**src/hdl/wtat_pkg.sv**
```systemverilog
// Shared types, codes and the pattern compare for the alarm table.
// Used by wtat_cell and wildcard_time_alarm_table; depends on nothing else.
package wtat_pkg;

    localparam int ENTRIES_DEF = 32;
    localparam logic [7:0] ANY_VALUE = 8'hFF;

    localparam logic [1:0] KIND_WRITE  = 2'd0;
    localparam logic [1:0] KIND_INSERT = 2'd1;
    localparam logic [1:0] KIND_REMOVE = 2'd2;
    localparam logic [1:0] KIND_TICK   = 2'd3;

    localparam logic [1:0] STATUS_DONE      = 2'd0;
    localparam logic [1:0] STATUS_FULL      = 2'd1;
    localparam logic [1:0] STATUS_RANGE     = 2'd2;
    localparam logic [1:0] STATUS_NO_CHANGE = 2'd3;

    typedef struct packed {
        logic [1:0] kind;
        logic [7:0] slot;
        logic [7:0] year;
        logic [7:0] month;
        logic [7:0] day;
        logic [7:0] hour;
        logic [7:0] minute;
        logic [7:0] second;
    } in_item_t;

    typedef struct packed {
        logic [1:0] status;
        logic       matched;
        logic [4:0] entry_index;
        logic       last;
    } out_item_t;

    typedef struct packed {
        logic [7:0] year;
        logic [7:0] month;
        logic [7:0] day;
        logic [7:0] hour;
        logic [7:0] minute;
        logic [7:0] second;
    } pattern_t;

    localparam int PATTERN_W = $bits(pattern_t);

    // Control broadcast from the sequencer to every cell of the list.
    typedef struct packed {
        logic shift;
        logic append;
        logic update;
    } cell_ctrl_t;

    function automatic logic field_hit(input logic [7:0] p, input logic [7:0] v);
        return (p == ANY_VALUE) || (p == v);
    endfunction

    function automatic logic pattern_hit(input pattern_t p, input pattern_t now);
        return field_hit(p.year, now.year) && field_hit(p.month, now.month) &&
               field_hit(p.day, now.day) && field_hit(p.hour, now.hour) &&
               field_hit(p.minute, now.minute) && field_hit(p.second, now.second);
    endfunction

    function automatic pattern_t item_pattern(input in_item_t it);
        pattern_t p;
        p.year   = it.year;
        p.month  = it.month;
        p.day    = it.day;
        p.hour   = it.hour;
        p.minute = it.minute;
        p.second = it.second;
        return p;
    endfunction

endpackage

```
**src/hdl/wtat_cell.sv**
```systemverilog
// One position of the active list: holds a slot number and a copy of its pattern.
// Depends on wtat_pkg for the pattern and control types.
module wtat_cell
    import wtat_pkg::*;
#(
    parameter int SLOT_W = 5,
    parameter int LEN_W  = 6,
    parameter int INDEX  = 0
) (
    input  logic              aclk,
    input  cell_ctrl_t        ctrl,
    input  logic [LEN_W-1:0]  len,
    input  logic [SLOT_W-1:0] next_slot,
    input  pattern_t          next_pat,
    input  logic [SLOT_W-1:0] head_slot,
    input  pattern_t          head_pat,
    input  logic [SLOT_W-1:0] bus_slot,
    input  pattern_t          bus_pat,
    output logic [SLOT_W-1:0] slot,
    output pattern_t          pat
);

    logic [SLOT_W-1:0] slot_reg;
    pattern_t          pat_reg;
    logic              is_tail;
    logic              is_free;

    // The list occupies cells 0 to len-1; during a rotation the tail takes the head.
    assign is_tail = (len == LEN_W'(INDEX + 1));
    assign is_free = (len == LEN_W'(INDEX));

    always_ff @(posedge aclk) begin
        if (ctrl.shift) begin
            if (is_tail) begin
                slot_reg <= head_slot;
                pat_reg  <= head_pat;
            end else begin
                slot_reg <= next_slot;
                pat_reg  <= next_pat;
            end
        end else if (ctrl.append && is_free) begin
            slot_reg <= bus_slot;
            pat_reg  <= bus_pat;
        end else if (ctrl.update && slot_reg == bus_slot) begin
            pat_reg <= bus_pat;
        end
    end

    assign slot = slot_reg;
    assign pat  = pat_reg;

endmodule

```
**config.mk**
```make
export PLATFORM = sky130hd
export DESIGN_NAME = wtat_cell
export DESIGN_NICKNAME = d
export VERILOG_FILES = /design/src/hdl/wtat_pkg.sv /design/src/hdl/wtat_cell.sv
export SDC_FILE = /design/constraint.sdc
export NUM_CORES = 1
export LEC_CHECK = 0
export BUFFER_PORTS_ARGS = -buffer_cell sky130_fd_sc_hd__buf_2
export CAP_MARGIN = 20
export CORE_UTILIZATION = 42
export CTS_CLUSTER_DIAMETER = 80
export DETAILED_ROUTE_END_ITERATION = 6
export PLACE_DENSITY = 0.93
export RECOVER_POWER = 100
export SYNTH_ARGS = -nofsm -noshare
export SYNTH_HDL_FRONTEND = slang
export SYNTH_SLANG_ARGS = --single-unit
```
**constraint.sdc**
```tcl
create_clock -name aclk -period 4 [get_ports aclk]
set_input_delay 0.2 -clock aclk [delete_from_list [all_inputs] [get_ports aclk]]
set_output_delay 0.2 -clock aclk [all_outputs]
set_load 0.1 [all_outputs]
```
==> summary.md <==
- 108 — largest net degree at the start of global routing
- 0.30 ns — clock insertion delay at the later pin of the skew report
- 43.1% — Seq pwr share
- sky130_fd_sc_hd__edfxtp_1 — post-synthesis cell type with the largest combined area
- 53 — Clock Sinks
- 5.18 — routed via count divided by cell count
- 661 — Cell Count, Final, Fillers Out
- 730 — Nets
- 0.000961 W — Internal Dissipation
- sky130_fd_sc_hd__buf_2 — leading cell type in the layout, fill and taps excluded
- primary input — type of element launching the critical path
- 48 — flip-flop count of the largest register after layout
- 8.80 sq um — average cell area after synthesis
- 653 — placed cells
- 0% — share of synthesized cell area in full adder, half adder and majority cells
- 364 — Post-Syn Instances
- 2.19% — max_slew headroom
- 22.7% — clock share of power
- 0 — number of max-slew violations in the final report
- 0 — Setup-failing EPs final
- 0.000617 W — Psw
- 22.2% — total global-route track usage
- 0 — count of antenna-violating nets left after detailed routing
- 2.72 ns — endpoint arrival time on the critical path
- 3,427 — via count
- 1.37% — XOR/XNOR share of the synthesized area
- 43.7% — initial standard-cell utilization of the core
- 107 — critical-path maximum fanout
- 152 uV — peak ir drop on the vdd network
- no — setup repair after global routing missed its margin
- 18.0% — post-synthesis share of cell area spent on and, or, nand and nor gates
- 676 — layout filler cell count
- 357 MHz — top achievable clock speed
- 7.06 mm — DP Wirelength
- 2,995 — vias in the first global route
- sky130_fd_sc_hd__clkbuf_8 — cell at the root of the clock tree
- 5 — number of buffers added by the clock tree synthesis step
- 221 — # port buffers
- 3200 sq um — summed instance area of the synthesized netlist
- 0.10 ns — register clock-pin slew on the reported worst setup and hold paths
- register — Critical Path End Type
- 0.892 — last weighted congestion value of the routability-driven placer
- 2 — CTS H-tree lvls
- 18 — number of distinct library cells after synthesis
- 14.0 um — final routed wire length divided by cell count
- 2.80 ns — post-route minimum period
- 34.5% — area growth from synthesis to layout
- 49.7% — part of the Yosys area used for sequential elements
- 18.9% — synthesized-area fraction occupied by ao, oa, aoi and oai cells
- 34.2% — combinational share of power
- 89.3 um — die height
- 31 — row cnt
- 0 — number of antenna violations at the first check in global routing
- 366 nW/um^2 — Cell Pwr Density
- 53 — Synth Register Bits
- 0 — number of buffers inserted to repair setup after CTS
- 533 — Syn Nets
- 0.00493 ns — Post-Route Skew
- 7330 sq um — Core Box Area
- sky130_fd_sc_hd__edfxtp_1, sky130_fd_sc_hd__a31oi_1, sky130_fd_sc_hd__or3_1, sky130_fd_sc_hd__inv_1, sky130_fd_sc_hd__nor2_1 — largest cells by area after synthesis
- 0 — global-route congestion overflow total
- 9.28 mm — DRT Wirelength
- yes — clock tree from TritonCTS
- 7 — first-pass iteration count of the detailed router
- 39.1% — switching share of power
- primary input to register — type of the setup path with the least slack
- 13.6 mm — first-pass GRT wire length
- 0% — share of cell area taken by muxes after synthesis
- 69.9% — Period Utilization, post-route
- 0 — Antenna Cells
- finished, final reports clean — outcome
- 0 ns — setup_tns
- 32.2% — proportion of layout cells with a drive suffix above 1
- 0 — Gates resized, CTS repair
- 0 — YS warnings
- 0 — Max-cap violations
- 3.93 ns — Critical Path RT
- 2 — Clock Tree Buf Depth
- compound AO/OA/AOI/OAI gates — dominant combinational cell family by area after synthesis
- 222 — Ports
- primary input to register — Min-Delay Path Class
- 194 — Initial DRC Count
- 1.88 nW — static leakage
- 89.3 um — chip width
- 0 — Final Hold Fails
- 49.7% — top-area cell type share of the netlist area
- 7980 sq um — Die ar.
- 0 — DRC Markers
- 0 — number of hold-repair buffers added at the cts stage
- 1.47 ns — Worst Tran Pin Value
[worst paths after layout]
check,start,endpoint,slack (ns),depth (start not counted)
worst min-delay path,bus_pat[8],pat[8],0.24,3
worst min register to register,slot[2],pat[38],1.84,3
worst max register to register,slot[3],pat[9],1.58,4
worst max-delay path,len[5],pat[9],1.20,5
[worst max-delay path: stages]
cell,delay (ns)
sky130_fd_sc_hd__buf_2,0.09
sky130_fd_sc_hd__or4_4,0.85
sky130_fd_sc_hd__nor4b_1,0.47
sky130_fd_sc_hd__a311o_2,0.17
sky130_fd_sc_hd__clkbuf_2,0.85
[stage by stage]
step / util [%] / hold slack, ns / worst slack, ns / instance area (sq um) / total power (W)
final: 58.8 / 0.236 / 1.20 / 4310 / 0.00158
after global routing: 58.8 / 0.237 / 1.03 / 4310 / 0.00163
after CTS: 59.9 / 0.229 / 1.71 / 4390 / 0.00159
after detailed placement: 58.4 / 0.546 / 1.41 / 4280 / 0.00124
after global placement: 58.4 / 0.544 / 1.48 / 4280 / 0.00123
after floorplan: - / 0.449 / 0.868 / 3200 / 0.00110
[kinds of logic after synthesis]
| group | count (synthesis) |
|---|---|
| buffers and inverters | 88 |
| AOI/OAI and AO/OA | 107 |
| xor gates and xnor gates | 5 |
| DFF | 53 |
| and+or+nand+nor | 111 |
[Yosys cell counts, drive strengths merged]
| cell type | n |
|---|---|
| xnor2 | 1 |
| or3 | 53 |
| xor2 | 4 |
| nor4b | 1 |
| edfxtp | 53 |
| inv | 53 |
| clkbuf | 28 |
| o21ai | 53 |
| buf | 7 |
| a31oi | 53 |
| or2 | 1 |
| a311o | 1 |
| nor4 | 1 |
| or4 | 1 |
| nor2 | 53 |
| nand2b | 1 |
[per-layer routing]
metal,vias up,global-route usage (%),wire [um]
met5,-,0,0
met4,0,7.36,233
met3,24,4.16,610
met2,177,38.9,4720
met1,1551,27.5,3720
li1,1675,-,-
[cell type report]
| cell class | instances | area (sq um) | area share, % |
|---|---|---|---|
| clock buffer | 5 | 68.8 | 1.60 |
| timing repair buffer | 225 | 1060 | 24.7 |
| sequential | 53 | 1590 | 36.9 |
| tap | 99 | 124 | 2.87 |
| inverter | 53 | 199 | 4.62 |
| multi-input combinational | 223 | 1220 | 28.3 |
| clock inverter | 3 | 41.3 | 0.958 |
[power groups by stage]
stage / Sequential (W) / Combinational [W] / Clock, W
finish: 0.000680 / 0.000540 / 0.000359
global route: 0.000685 / 0.000570 / 0.000379
CTS: 0.000678 / 0.000554 / 0.000359
detailed placement: 0.000691 / 0.000553 / 0
global placement: 0.000689 / 0.000545 / 0
floorplan: 0.000998 / 0.000105 / 0
No activity file was read; power rests on OpenSTA's default activity.
