===== src/hdl/wtat_ram.sv =====
// Generic single-port-write, single-port-read RAM with registered read data.
// No dependencies.
module wtat_ram #(
    parameter int WIDTH = 48,
    parameter int DEPTH = 32
) (
    input  logic                                     aclk,
    input  logic                                     we,
    input  logic [(DEPTH > 1 ? $clog2(DEPTH) : 1)-1:0] waddr,
    input  logic [WIDTH-1:0]                         wdata,
    input  logic [(DEPTH > 1 ? $clog2(DEPTH) : 1)-1:0] raddr,
    output logic [WIDTH-1:0]                         rdata
);

    logic [WIDTH-1:0] mem_reg [DEPTH];
    logic [WIDTH-1:0] rdata_reg;

    always_ff @(posedge aclk) begin
        if (we) begin
            mem_reg[waddr] <= wdata;
        end
        rdata_reg <= mem_reg[raddr];
    end

    assign rdata = rdata_reg;

endmodule


===== config.mk =====
export PLATFORM = sky130hd
export DESIGN_NAME = wtat_ram
export DESIGN_NICKNAME = d
export VERILOG_FILES = /design/src/hdl/wtat_ram.sv
export SDC_FILE = /design/constraint.sdc
export NUM_CORES = 1
export LEC_CHECK = 0
export BUFFER_PORTS_ARGS = -buffer_cell sky130_fd_sc_hd__buf_4
export CAP_MARGIN = 20
export CORE_MARGIN = 4
export CORE_UTILIZATION = 55
export CTS_CLUSTER_SIZE = 16
export DETAILED_ROUTE_END_ITERATION = 10
export GPL_TIMING_DRIVEN = 0
export PLACE_DENSITY = 0.74
export SYNTH_ARGS = -nofsm -noshare
export SYNTH_HDL_FRONTEND = slang
export SYNTH_SLANG_ARGS = --single-unit

===== constraint.sdc =====
create_clock -name aclk -period 3.4 [get_ports aclk]
set_clock_uncertainty 0.15 [all_clocks]
set_input_delay 0 -clock aclk [delete_from_list [all_inputs] [get_ports aclk]]
set_output_delay 0 -clock aclk [all_outputs]
set_load 0.05 [all_outputs]

==> results.ini, run 1 <==
[setup_path]
critical_path_class = input port to flip-flop
crit_top_cell = dlygate4sd3_1
arrival_ns = 3.20
cp_max_fo = 25
critPathCaptureType = flip-flop
rrSetupSlack_ns = 1.79
reg2reg_to = rdata[30]
crit_chain = dlygate4sd3_1 > buf_4 > or3b_2 > dlygate4sd3_1 > clkbuf_1 > buf_6 > nor2_4 > buf_12
startpoint_type = input port
critPathMaxStageDelay_ns = 0.73
cp.required_ns = 3.68
critPathSlowestCell = nor2_4
cp-startpoint = waddr[1]
worstRegToRegCells = 5
r2r-start = mem_reg[7][30]

[placement]
placed_area_sq_um = 64730
dp_hpwl_mm = 93.51
dp_slack_ns = 0.6069
place_congestion = 0.7846
portBuffers = 106

[clock_tree]
cts_resized = 0
root_buffer = clkbuf_16
numCtsBuffers = 157
cts_max_level = 4
cts_tree = done
clk_pin_slew_ns = 0.06
clk_latency_ns = 0.75
cts.sinks = 1584
cts_setup_buffers = 0
postCtsHoldBufs = 52
clockBufferDepth = 3

[sta]
finalMaxSlewViolations = 0
slew_headroom_pct = 28.56
fin_crit_ns = 2.924
fin_crit_sh_pct = 86.00
worst_pin_slew_ns = 1.072
worst_slack_ns = 0.4760
finalHoldViolations = 0
max_freq_ghz = 0.3420
rsz0062_at_grt = false
setup_tns_ns = 0
setup_viol = 0

[layout]
final_cell_area_sq_um = 70280
area_growth_pct = 15.73
layout.nets = 3800
drive_above_1_share_pct = 14.25
largest_reg_flops = 1536

[power_and_ir_drop]
power_mw = 40.96
intPower_mw = 31.98
combPwrFrac_pct = 6.2
power_frac_seq_pct = 53.2
peakVddDrop_v = 0.0005011
netSwitchingFraction_pct = 21.93
p_sw_mw = 8.984
power_density_nw_per_um2 = 582.8
p_leak_nw = 24.67
clkPwrFrac_pct = 40.7

[synthesis]
synthTopCellsByCount = 1,536 x edfxtp_1, 768 x mux2i_1, 146 x nand2_1, 146 x nand3_1
synth_edf_count = 1536
synth_top_flop_cell = edfxtp_1
synth_area_per_cell_sq_um = 18.05
synth_top_cells_by_area = edfxtp_1 76%, mux2i_1 13%, a22oi_1 1.8%
synth-seq-area-share_pct = 77.54
yosysUniqueCellTypes = 26
yosysWarnings = 0
synth_cells = 3364
ys_ff_latch = 1584
synthArstFlopShare_pct = 0
yosysMostFrequentCell = edfxtp_1
yosys.area.top_type_share_pct = 75.96
yosys.area.top_type = edfxtp_1
synth_nets = 3424
syn_area_sq_um = 60720

[grt]
grt_pass1_vias = 32050
grt_pass1_wl_mm = 208.8
grt_antenna_before_repair = 6
grt_usage_pct = 24.39
gr-total-overflow = 0
grt_max_degree = 33

[floorplan]
fp.coreArea_sq_um = 109300
pin_count = 108
die_area_sq_um = 115800
initial_core_util_pct = 55.55
dieWidth_microns = 340.3
die_y_microns = 340.3
rows = 121

[run]
cap_violations = 0

[run_status]
outcome = finished, final reports clean

[routing]
ant_nets = 0
dr.pass1.iters = 6
vias = 32420
drt_iter0_drc = 3747
drc = 0
routed_wl_mm = 143.9
drt-vias-per-instance = 6.061
wl_per_cell_microns = 26.90

[hold_path]
hold_start = wdata[29]
min_path_cells = 2
holdPathEnd = mem_reg[10][29]
min_path_type = input port to flip-flop

## power groups by stage
| stage | registers, mW | logic, mW | clock network [mW] |
|---|---|---|---|
| final | 21.8 | 2.52 | 16.7 |
| after global routing | 21.8 | 2.65 | 17.7 |
| after CTS | 21.8 | 2.52 | 16.8 |
| after detailed placement | 22.2 | 2.45 | 0 |
| after global placement | 22.2 | 2.35 | 0 |
| after floorplan | 22.5 | 1.13 | 0 |
## layout by cell type (no fill, tap or decap), types with 54 or more instances in the layout
| cell | n |
|---|---|
| edfxtp_1 | 1536 |
| dlygate4sd3_1 | 54 |
| nand2_1 | 146 |
| a22oi_1 | 144 |
| clkbuf_1 | 95 |
| nand3_1 | 146 |
| a22o_1 | 96 |
| mux2i_1 | 768 |
| clkbuf_16 | 161 |
| buf_4 | 144 |
| a21oi_1 | 144 |
## through the flow
stage,std cells,utilization [%],hold WS [ns]
2_1_floorplan,3364,-,-0.05113
3_3_place_gp,4946,57.97,0.2531
3_5_place_dp,5002,59.22,0.2604
4_1_cts,5341,64.25,0.02018
5_1_grt,5345,64.29,0.05262
6_report,5349,64.29,0.05368
## layer usage
metal / track usage (%) / part of all wire (%)
met1: 34.07 / 41
met2: 39.56 / 48
met3: 4.041 / 8.2
met4: 8.028 / 3.0
met5: 0 / 0
## layout make-up
class                      count  area [sq um]
sequential                  1584         47090
buffer                       191          1254
clock buffer                 205          4274
tap                         1476          1847
antenna                        5         12.51
fill                        7381         39030
timing repair buffer         217          2474
clock inverter                82         706.9
multi-input combinational   1589         12630
## cell families (layout without fill, tap and decap cells)
group | Yosys count | count (layout) | synth area share (%)
buf+inv | 191 | 695 | 2.065
mux | 768 | 768 | 12.66
simple gates | 389 | 389 | 2.891
compound gates | 432 | 432 | 4.846
flops | 1584 | 1584 | 77.54
other cells | 0 | 5 | 0
## how the worst max path moves through the flow
| stage | end |
|---|---|
| 2_1_floorplan | mem_reg[12][0] |
| 3_3_place_gp | mem_reg[8][43] |
| 3_5_place_dp | mem_reg[4][45] |
| 4_1_cts | mem_reg[16][1] |
| 5_1_grt | mem_reg[16][1] |
| 6_report | mem_reg[16][1] |
## critical path, delay by kind of cell
kind	cells	cell delay (ns)
AND/OR/NAND/NOR	2	1.18
buffers and inverters	6	1.96
No activity file was read; power rests on OpenSTA's default activity.
==> run 2: changes to the inputs <==
--- a/config.mk
+++ b/config.mk
@@ -7,11 +7,11 @@
 export LEC_CHECK = 0
 export BUFFER_PORTS_ARGS = -buffer_cell sky130_fd_sc_hd__buf_4
 export CAP_MARGIN = 20
-export CORE_MARGIN = 4
 export CORE_UTILIZATION = 55
 export CTS_CLUSTER_SIZE = 16
 export DETAILED_ROUTE_END_ITERATION = 10
 export GPL_TIMING_DRIVEN = 0
+export MAX_ROUTING_LAYER = met4
 export PLACE_DENSITY = 0.74
 export SYNTH_ARGS = -nofsm -noshare
 export SYNTH_HDL_FRONTEND = slang
==> results.ini, run 2 (same netlist as run 1, synthesis figures left out) <==
[hold_path]
min_path_cells = 2  ; unchanged
min_path_type = input port to flip-flop

[setup_path]
critPathSlowestCell = dlygate4sd3_1
worstRegToRegCells = 5  ; unchanged
critical_path_class = input port to flip-flop
critical_path.top_delay_family = buffers and inverters
cp_max_fo = 17  ; -32%
worst-path-stages = 7  ; -1
critPathCaptureType = flip-flop
startpoint_type = input port
arrival_ns = 3.30  ; +0.10 ns
cp.required_ns = 3.70  ; +0.02 ns
cp_num_buf_inv = 5  ; -1
critPathMaxStageDelay_ns = 0.74  ; about the same
crit_chain = dlygate4sd3_1 > buf_4 > or3b_2 > dlygate4sd3_1 > nor2_4 > buf_12 > buf_12

[placement]
place_congestion = 0.7970  ; +1.6%
portBuffers = 106  ; unchanged
dp_hpwl_mm = 96.44  ; +3.1%

[routing]
wl_per_cell_microns = 28.09  ; +4.4%
dr.pass1.iters = 5  ; -1
wl_met1_mm = 59.36  ; +1.6%
drt_iter0_drc = 3756  ; +0.24%
drt-vias-per-instance = 6.082  ; +0.34%
wl_met3_mm = 13.31  ; +13%
ant_nets = 0  ; unchanged
routed_wl_mm = 150.6  ; +4.7%
vias = 32620  ; +0.60%
top_layer = met4
drc = 0  ; unchanged
route.met2.wl_mm = 71.77  ; +3.4%

[sta]
fin_crit_ns = 3.004  ; +0.07956 ns
slew_headroom_pct = 20.83  ; -7.7 points
rsz0062_at_grt = false
worst_pin_slew_ns = 1.188  ; +0.1159 ns
holdWs_ns = 0.03828  ; -0.01541 ns
finalHoldViolations = 0  ; unchanged
max_freq_ghz = 0.3329  ; -2.6%
fin_crit_sh_pct = 88.34  ; +2.3 points
setup_viol = 0  ; unchanged
finalMaxSlewViolations = 0  ; unchanged

[clock_tree]
root_buffer = clkbuf_16
cts_resized = 0  ; unchanged
clockBufferDepth = 3  ; unchanged
numCtsBuffers = 155  ; -1.3%
postCtsHoldBufs = 57  ; +9.6%
clk_pin_slew_ns = 0.05  ; about the same
cts_max_level = 4  ; unchanged
clk_latency_ns = 0.77  ; +0.02 ns
cts_setup_buffers = 0  ; unchanged
cts.sinks = 1584  ; unchanged
cts_tree = done

[floorplan]
dieWidth_microns = 334.3  ; -1.8%
initial_core_util_pct = 55.63  ; +0.077 points
die_area_sq_um = 111700  ; -3.5%
fp.coreArea_sq_um = 109200  ; -0.14%
rows = 121  ; unchanged
pin_count = 108  ; unchanged
die_y_microns = 334.3  ; -1.8%

[run]
cap_violations = 0  ; unchanged

[layout]
utilization_pct = 64.60  ; +0.31 points
largest_reg_flops = 1536  ; unchanged
drive_above_1_share_pct = 14.04  ; -0.20 points
area_growth_pct = 16.12
final_common_cell = edfxtp_1
layout_common_cells = 1,536 x edfxtp_1, 768 x mux2i_1, 160 x clkbuf_16, 146 x nand2_1, 146 x nand3_1
layout.nets = 3810  ; +0.26%

[power_and_ir_drop]
power_frac_seq_pct = 53.3  ; about the same
p_sw_mw = 9.009  ; +0.28%
clkPwrFrac_pct = 40.5  ; -0.2 points
power_density_nw_per_um2 = 579.2  ; -0.63%
combPwrFrac_pct = 6.2  ; about the same
netSwitchingFraction_pct = 22.06  ; +0.12 points
p_leak_nw = 24.75  ; +0.33%
peakVddDrop_v = 0.0004030  ; -20%
intPower_mw = 31.83  ; -0.45%

[grt]
grt_pass1_wl_mm = 215.4  ; +3.1%
grt_usage_pct = 27.70  ; +3.3 points
grt_antenna_before_repair = 14  ; +8
grt_pass1_vias = 32310  ; +0.81%
gr-total-overflow = 0  ; unchanged
grt_max_degree = 33  ; unchanged

[run_status]
outcome = finished, final reports clean

## run 2: changes by cell type in the layout (fill, tap and decap cells not counted), moves of 3 or more
cell,change
buf_12,-3
buf_16,+13
clkbuf_1,+5
clkbuf_8,-4
clkinv_1,+5
clkinv_2,-4
clkinvlp_4,-4
diode_2,+8
dlygate4sd3_1,+3
inv_6,-4
## run 2: worst paths after layout
path / startpoint / endpoint / slack [ns]
worst max-delay path: waddr[4] / mem_reg[8][16] / 0.40
worst min-delay path: wdata[31] / mem_reg[10][31] / 0.04
worst max register to register: mem_reg[7][32] / rdata[32] / 1.76
worst min register to register: mem_reg[11][32] / rdata[32] / 0.46
## run 2: routing by layer
layer / vias up / GRT usage, %
met2: 1538 / 42.69
met4: 0 / 12.57
li1: 14190 / -
met1: 16580 / 35.31
met3: 312 / 6.175
met5: - / -
## run 2: final cells by class
type	count	area (sq um)
clock inverters	75	663.1
flip-flops and latches	1584	47090
diodes	13	32.53
plain buffers	191	1255
clock buffers	206	4217
well taps	1476	1847
fillers	7269	38640
repair buffers	229	2790
multi-input cells	1589	12630
## run 2: power by group through the flow
stage	logic [mW]	clock network [mW]	registers (mW)
4_1_cts	2.54	16.6	21.8
3_3_place_gp	2.34	0	22.2
6_report	2.55	16.5	21.8
5_1_grt	2.67	17.4	21.8
3_5_place_dp	2.46	0	22.2
2_1_floorplan	1.13	0	22.5
## run 2: metrics by stage
step,cell area [sq um],instances,TNS (ns),power (mW),worst slack (ns)
floorplan,60720,3364,0,23.60,0.1219
global placement,63370,4946,-3501.98,24.54,-3.210
detailed placement,65030,5012,0,24.65,0.5421
CTS,70480,5350,0,40.94,0.4517
global route,70510,5361,0,41.83,0.3497
finish,70520,5363,0,40.84,0.3964
